===== src/hdl/ise_pkg.sv =====
package ise_pkg;

   localparam int KEY_W = 32;

   // signed q16.16 key, compared as a plain two's complement integer
   typedef logic signed [KEY_W-1:0] key_type;

   // per-cycle commands broadcast to every cell of the chain
   typedef struct packed {
      logic insert;     // place the incoming key, larger keys move up one cell
      logic shift_out;  // every cell takes its upper neighbor's key, the top cell keeps its own
   } ctrl_type;

endpackage


===== src/hdl/ise_cell.sv =====
module ise_cell (
   input  logic              clock,
   input  ise_pkg::ctrl_type ctrl,
   input  logic              occupied,
   input  ise_pkg::key_type  new_key,
   input  ise_pkg::key_type  lower_key,
   input  logic              lower_gt,
   input  ise_pkg::key_type  upper_key,
   output ise_pkg::key_type  key_q,
   output logic              gt
);

   ise_pkg::key_type key_ff;
   ise_pkg::key_type key_in;

   // an empty cell counts as larger than any key
   assign gt    = !occupied || (key_ff > new_key);
   assign key_q = key_ff;

   always_comb begin
      key_in = key_ff;
      if (ctrl.insert && gt) begin
         key_in = lower_gt ? lower_key : new_key;
      end else if (ctrl.shift_out) begin
         key_in = upper_key;
      end
   end

   always_ff @(posedge clock) begin
      key_ff <= key_in;
   end

endmodule


===== config.mk =====
export PLATFORM = sky130hd
export DESIGN_NAME = ise_cell
export DESIGN_NICKNAME = d
export VERILOG_FILES = /design/src/hdl/ise_pkg.sv /design/src/hdl/ise_cell.sv
export SDC_FILE = /design/constraint.sdc
export NUM_CORES = 1
export LEC_CHECK = 0
export BUFFER_PORTS_ARGS = -buffer_cell sky130_fd_sc_hd__buf_2
export CORE_MARGIN = 1.5
export CORE_UTILIZATION = 42
export CTS_CLUSTER_SIZE = 14
export DETAILED_ROUTE_END_ITERATION = 16
export PLACE_DENSITY = 0.85
export SETUP_SLACK_MARGIN = 0.1
export SLEW_MARGIN = 30
export SYNTH_ARGS = -nofsm -noshare
export SYNTH_HDL_FRONTEND = slang
export SYNTH_SLANG_ARGS = --single-unit

===== constraint.sdc =====
create_clock -name clock -period 3.35 [get_ports clock]
set_input_delay 0 -clock clock [delete_from_list [all_inputs] [get_ports clock]]
set_output_delay 0 -clock clock [all_outputs]
set_load 0.01 [all_outputs]

==> flow_metrics.env, run 1 <==
export IMPL_antenna_found_initial=0
export IMPL_yosysSeqAreaShare=0.3590
export IMPL_synth_edf_count=32
export IMPL_core_sq_mm=0.006026
export IMPL_track_usage=0.1933
export IMPL_syn_area_sq_mm=0.002676
export IMPL_synthTopCellsByArea="edfxtp_1 (36%), mux2_4 (16%), ha_1 (15%)"
export IMPL_die_area_sq_mm=0.006860
export IMPL_min_period_ns=3.085
export IMPL_area_growth_pct=31.14
export IMPL_crit_arrival_ns=3.01
export IMPL_setup_viol=0
export IMPL_fillers=544
export IMPL_layout_commonest_cell="buf_2"
export IMPL_initial_core_util=0.4441
export IMPL_n_antenna_cell=0
export IMPL_dp_cells=464
export IMPL_clock_skew_final_ns=0.002384
export IMPL_worst_setup_path_start_kind="flop"
export IMPL_synthFlopType="edfxtp_1"
export IMPL_grt_pass1_vias=2398
export IMPL_largest_reg_flops=32
export IMPL_routed_wl_um=6579
export IMPL_num_io_pins=134
export IMPL_setup_ws_ns=0.2653
export IMPL_nets=529
export IMPL_status="complete, no violations"
export IMPL_min_path_type="in2reg"
export IMPL_hpwl_um=5233
export IMPL_final_cells=472
export IMPL_synth_compound_area_frac=0.1309
export IMPL_finalSetupTns_ns=0
export IMPL_synthDistinctLibCells=29
export IMPL_cts_htree_levels=2
export IMPL_portBuffers=133
export IMPL_insertion_delay_ns=0.28
export IMPL_clkSinkCount=32
export IMPL_post_route_drc_count=0
export IMPL_path_clk_slew_ns=0.07
export IMPL_gp_congestion=0.8191
export IMPL_first_pass_iters=4
export IMPL_synth_mux_area_frac=0.1795
export IMPL_yosys_area_share_simple=0.1089
export IMPL_grt_max_degree=64
export IMPL_hold_depth=2
export IMPL_ys_ff_latch=32
export IMPL_rr_worst_depth=8
export IMPL_synth_nets=396
export IMPL_slew_limit_headroom=0.4792
export IMPL_postSynth_asyncResetShare=0
export IMPL_holdBufCountCts=0
export IMPL_synth_xor_area_frac=0
export IMPL_p_leak_nw=1.831
export IMPL_die_w_um=82.83
export IMPL_yosys_warnings=0
export IMPL_end_kind="flop"
export IMPL_min_period_over_period=0.9208
export IMPL_synth_fa_ha_area_frac=0.1496
export IMPL_drive_above_1_share=0.4584
export IMPL_postRouteAntennaNets=0
export IMPL_fmax_ghz=0.3242
export IMPL_cts_tree="yes"
export IMPL_worst_slew_pin_slew_ns=0.7812
export IMPL_crit_path_max_fanout=32
export IMPL_die_y_um=82.83
export IMPL_required_ns=3.28
export IMPL_wl_per_cell_um=13.94
export IMPL_cts_root_buffer="clkbuf_8"
export IMPL_criticalPathCategory="reg2reg"
export IMPL_power_mw=1.654
export IMPL_via_per_inst=5.000
export IMPL_postLayoutCoreUtil=0.5824
export IMPL_overflow=0
export IMPL_final_cell_mix="buf_2 (132), nand2_1 (40), inv_1 (35), o21ai_0 (35)"
export IMPL_netlist_instances=263
export IMPL_peakVddDrop_v=0.0002861
export IMPL_synth_top_area_frac=0.3590
export IMPL_drv_slew=0
export IMPL_routed_via_count=2360
export IMPL_rsz0062_at_grt="false"
export IMPL_cts_buffers=5
export IMPL_syn_area_per_cell_sq_um=10.18
export IMPL_row_count=28
export IMPL_yosys_area_top_type="edfxtp_1"
export IMPL_maxCapViolations=0
export IMPL_grt_pass1_wl_um=10740
export IMPL_powerDensity_mw_per_mm2=471.4
export IMPL_dr_first_iter_drc_count=51
export IMPL_cts_path_max_buffers=2
export IMPL_synth_top_family_by_area="multiplexers"
export IMPL_place_ws_ns=0.2049
export IMPL_hold_viol=0
through the flow:
step           hold WS, ns  area (sq um)
6_report           0.01313          3510
5_1_grt           0.004582          3510
4_1_cts          0.0006464          3503
3_5_place_dp        0.3033          3397
3_3_place_gp        0.3016          3397
2_1_floorplan       0.1905          2676
kinds of logic (layout without fill, tap and decap cells):
family,Yosys count,in the layout
fa+ha+maj,32,32
compound gates,60,60
mux,33,33
buf+inv,45,179
flops,32,32
simple gates,61,61
what timing repair did:
item | 4_1_cts | 5_1_grt
setup endpoints to repair | 0 | 2
resized for setup | 0 | 1
setup buffers | 0 | 0
power breakdown:
group	switching [mW]	leakage (nW)	total (mW)	internal (mW)
clock network	0.147	0.0532	0.364	0.217
registers	0.0453	0.327	0.605	0.560
logic	0.343	1.45	0.686	0.343
total	0.535	1.83	1.65	1.12
critical path, cell delays in order (launching register included):
cell and delay [ns]:
edfxtp_1 0.42, ha_1 0.34, nand4_1 0.16, or4_4 0.59, nand2b_4 0.16, and3_4 0.18
a2bb2oi_2 0.16, o311ai_4 0.12, or2_2 0.59
cells in the mapped netlist, types with 2 or more instances:
cell / number
mux2_4: 29
nand4_1: 8
nor3_1: 3
edfxtp_1: 32
nand3_1: 3
clkbuf_1: 6
mux2_2: 4
o21ai_0: 35
a21oi_1: 16
buf_6: 3
ha_1: 32
o211ai_1: 2
nand2_1: 40
inv_1: 35
worst paths after layout:
path                                     startpoint  slack [ns]             endpoint
worst min-delay path                  upper_key[27]        0.01  key_q[27]$_DFFE_PP_
worst max-delay path            key_q[30]$_DFFE_PP_        0.27  key_q[15]$_DFFE_PP_
worst min register to register  key_q[31]$_DFFE_PP_        1.34   key_q[2]$_DFFE_PP_
worst max register to register  key_q[30]$_DFFE_PP_        0.27  key_q[15]$_DFFE_PP_
metal layers:
layer,wire (um),track usage,share of wire,vias up
met5,0,0,0,-
met3,449,0.05666,0.068,6
met4,72,0.04697,0.011,0
met1,2765,0.2111,0.42,1052
met2,3292,0.3644,0.50,93
li1,-,-,-,1209
area by class of cell:
cell class,instances,area [sq um],area share
multi-input combinational,186,1523,0.4339
sequential,32,960.9,0.2738
timing repair buffer,136,694.4,0.1979
inverter,35,131.4,0.03743
tap,75,93.84,0.02674
clock buffer,5,68.82,0.01961
clock inverter,3,37.54,0.01070
Power figures use the tool's default switching activity.
==> run 2: changes to the inputs <==
Settings changed: CORE_UTILIZATION 42 to 50, PLACE_DENSITY 0.85 to 0.94.
Clock period 3.35 ns to 3.85 ns, I/O delays scaled along.
==> flow_metrics.env, run 2 (synthesis results as in run 1) <==
export IMPL_area_growth_pct=29.59
export IMPL_insertion_delay_ns=0.28
export IMPL_holdBufCountCts=0
export IMPL_min_path_type="in2reg"
export IMPL_p_switching_mw=0.4672
export IMPL_grt_pass1_vias=2458
export IMPL_crit_path_max_fanout=32
export IMPL_peakVddDrop_v=0.0002089
export IMPL_p_clk_frac=0.180
export IMPL_hpwl_um=5276
export IMPL_slew_limit_headroom=0.4746
export IMPL_nets=528
export IMPL_setup_viol=0
export IMPL_drv_slew=0
export IMPL_final_cell_mix="buf_2 (132), nand2_1 (40), inv_1 (35), o21ai_0 (35)"
export IMPL_worst_slew_pin_slew_ns=0.7881
export IMPL_clock_skew_final_ns=0.005399
export IMPL_dr_first_iter_drc_count=130
export IMPL_required_ns=3.77
export IMPL_p_leak_nw=1.817
export IMPL_finalSetupTns_ns=0
export IMPL_power_frac_seq=0.385
export IMPL_grt_max_degree=64
export IMPL_post_route_drc_count=0
export IMPL_swShare=0.3399
export IMPL_cts_tree="yes"
export IMPL_die_y_um=76.16
export IMPL_dp_cells=458
export IMPL_rsz0062_at_grt="false"
export IMPL_regArea_sq_um=960.9
export IMPL_cts_root_buffer="clkbuf_8"
export IMPL_row_count=26
export IMPL_initial_core_util=0.5207
export IMPL_layout_commonest_cell="buf_2"
export IMPL_final_cells=466
export IMPL_die_area_sq_mm=0.005800
export IMPL_min_period_over_period=0.8543
export IMPL_core_sq_mm=0.005140
export IMPL_worst_setup_path_start_kind="flop"
export IMPL_place_ws_ns=0.5700
export IMPL_num_io_pins=134
export IMPL_track_usage=0.2346
export IMPL_min_period_ns=3.289
export IMPL_routed_wl_um=6622
export IMPL_hold_viol=0
export IMPL_cts_htree_levels=2
export IMPL_via_per_inst=5.221
export IMPL_comb_power_share=0.435
export IMPL_postLayoutCoreUtil=0.6748
export IMPL_cts_path_max_buffers=2
export IMPL_setup_ws_ns=0.5610
export IMPL_end_kind="flop"
export IMPL_grtUsageMet1=0.2567
export IMPL_grtUsageMet3=0.06347
export IMPL_gr_max_usage_layer="met2"
export IMPL_die_w_um=76.16
export IMPL_cts_setup_buffers=0
export IMPL_overflow=0
export IMPL_crit_arrival_ns=3.21
export IMPL_status="complete, no violations"
export IMPL_gp_congestion=0.8254
export IMPL_largest_reg_flops=32
export IMPL_postRouteAntennaNets=0
export IMPL_multi_input_area_sq_mm=0.001523
export IMPL_internal_power_mw=0.9075
export IMPL_cts_buffers=5
export IMPL_met2_usage=0.4342
export IMPL_wl_per_cell_um=14.21
export IMPL_portBuffers=133
export IMPL_first_pass_iters=4
export IMPL_routed_via_count=2433
export IMPL_n_antenna_cell=0
export IMPL_fmax_ghz=0.3040
export IMPL_grt_pass1_wl_um=10850
export IMPL_criticalPathCategory="reg2reg"
export IMPL_antenna_found_initial=0
export IMPL_r2r_slack_ns=0.56
export IMPL_maxCapViolations=0
export IMPL_fillers=408
export IMPL_drive_above_1_share=0.4596
export IMPL_cts_resized=0
export IMPL_powerDensity_mw_per_mm2=396.4
export IMPL_path_clk_slew_ns=0.07
export IMPL_clkSinkCount=32
[run 2: cell types whose count changed in the layout (fill, tap and decap cells not counted)]
cell,previous run,this run
buf_6,1,0
bufinv_16,1,0
clkinv_1,2,1
clkinv_2,0,2
[run 2: worst paths after layout]
path,startpoint,to,depth (start not counted)
setup / recovery,key_q[31]$_DFFE_PP_,key_q[15]$_DFFE_PP_,8
hold / removal,upper_key[21],key_q[21]$_DFFE_PP_,2
setup reg to reg,key_q[31]$_DFFE_PP_,key_q[15]$_DFFE_PP_,8
hold reg to reg,key_q[31]$_DFFE_PP_,key_q[11]$_DFFE_PP_,3
[run 2: layer usage]
metal / part of all wire / vias up
li1: - / 1201
met1: 0.39 / 1110
met2: 0.52 / 112
met3: 0.068 / 10
met4: 0.018 / 0
met5: 0 / -
[run 2: stage by stage]
stage	power, mW	area (sq um)	hold slack [ns]
finish	1.375	3468	0.01351
global route	1.470	3468	0.002743
CTS	1.385	3466	0.008738
detailed placement	1.136	3383	0.3029
global placement	1.108	3383	0.3027
floorplan	0.9341	2676	0.1905
[run 2: worst max-delay path, stage by stage, from the launching register on]
cell and delay [ns]:
edfxtp_1 0.39, ha_1 0.43, nand4_1 0.17, or4_4 0.58, nand2b_4 0.16, and3_4 0.19, a2bb2oi_2 0.16, o311ai_4 0.20
or2_2 0.63
[run 2: area by class of cell]
class	count	area share
inverter	35	0.03788
clock inverter	3	0.003968
clock buffer	5	0.01984
timing repair buffer	135	0.1970
tap	70	0.02525
sequential	32	0.2771
multi-input combinational	186	0.4390
[run 2: power by group through the flow]
stage | clock (mW) | sequential (mW) | combinational [mW]
2_1_floorplan | 0 | 0.567 | 0.367
3_3_place_gp | 0 | 0.533 | 0.575
3_5_place_dp | 0 | 0.536 | 0.600
4_1_cts | 0.252 | 0.530 | 0.603
5_1_grt | 0.272 | 0.538 | 0.659
6_report | 0.247 | 0.530 | 0.598
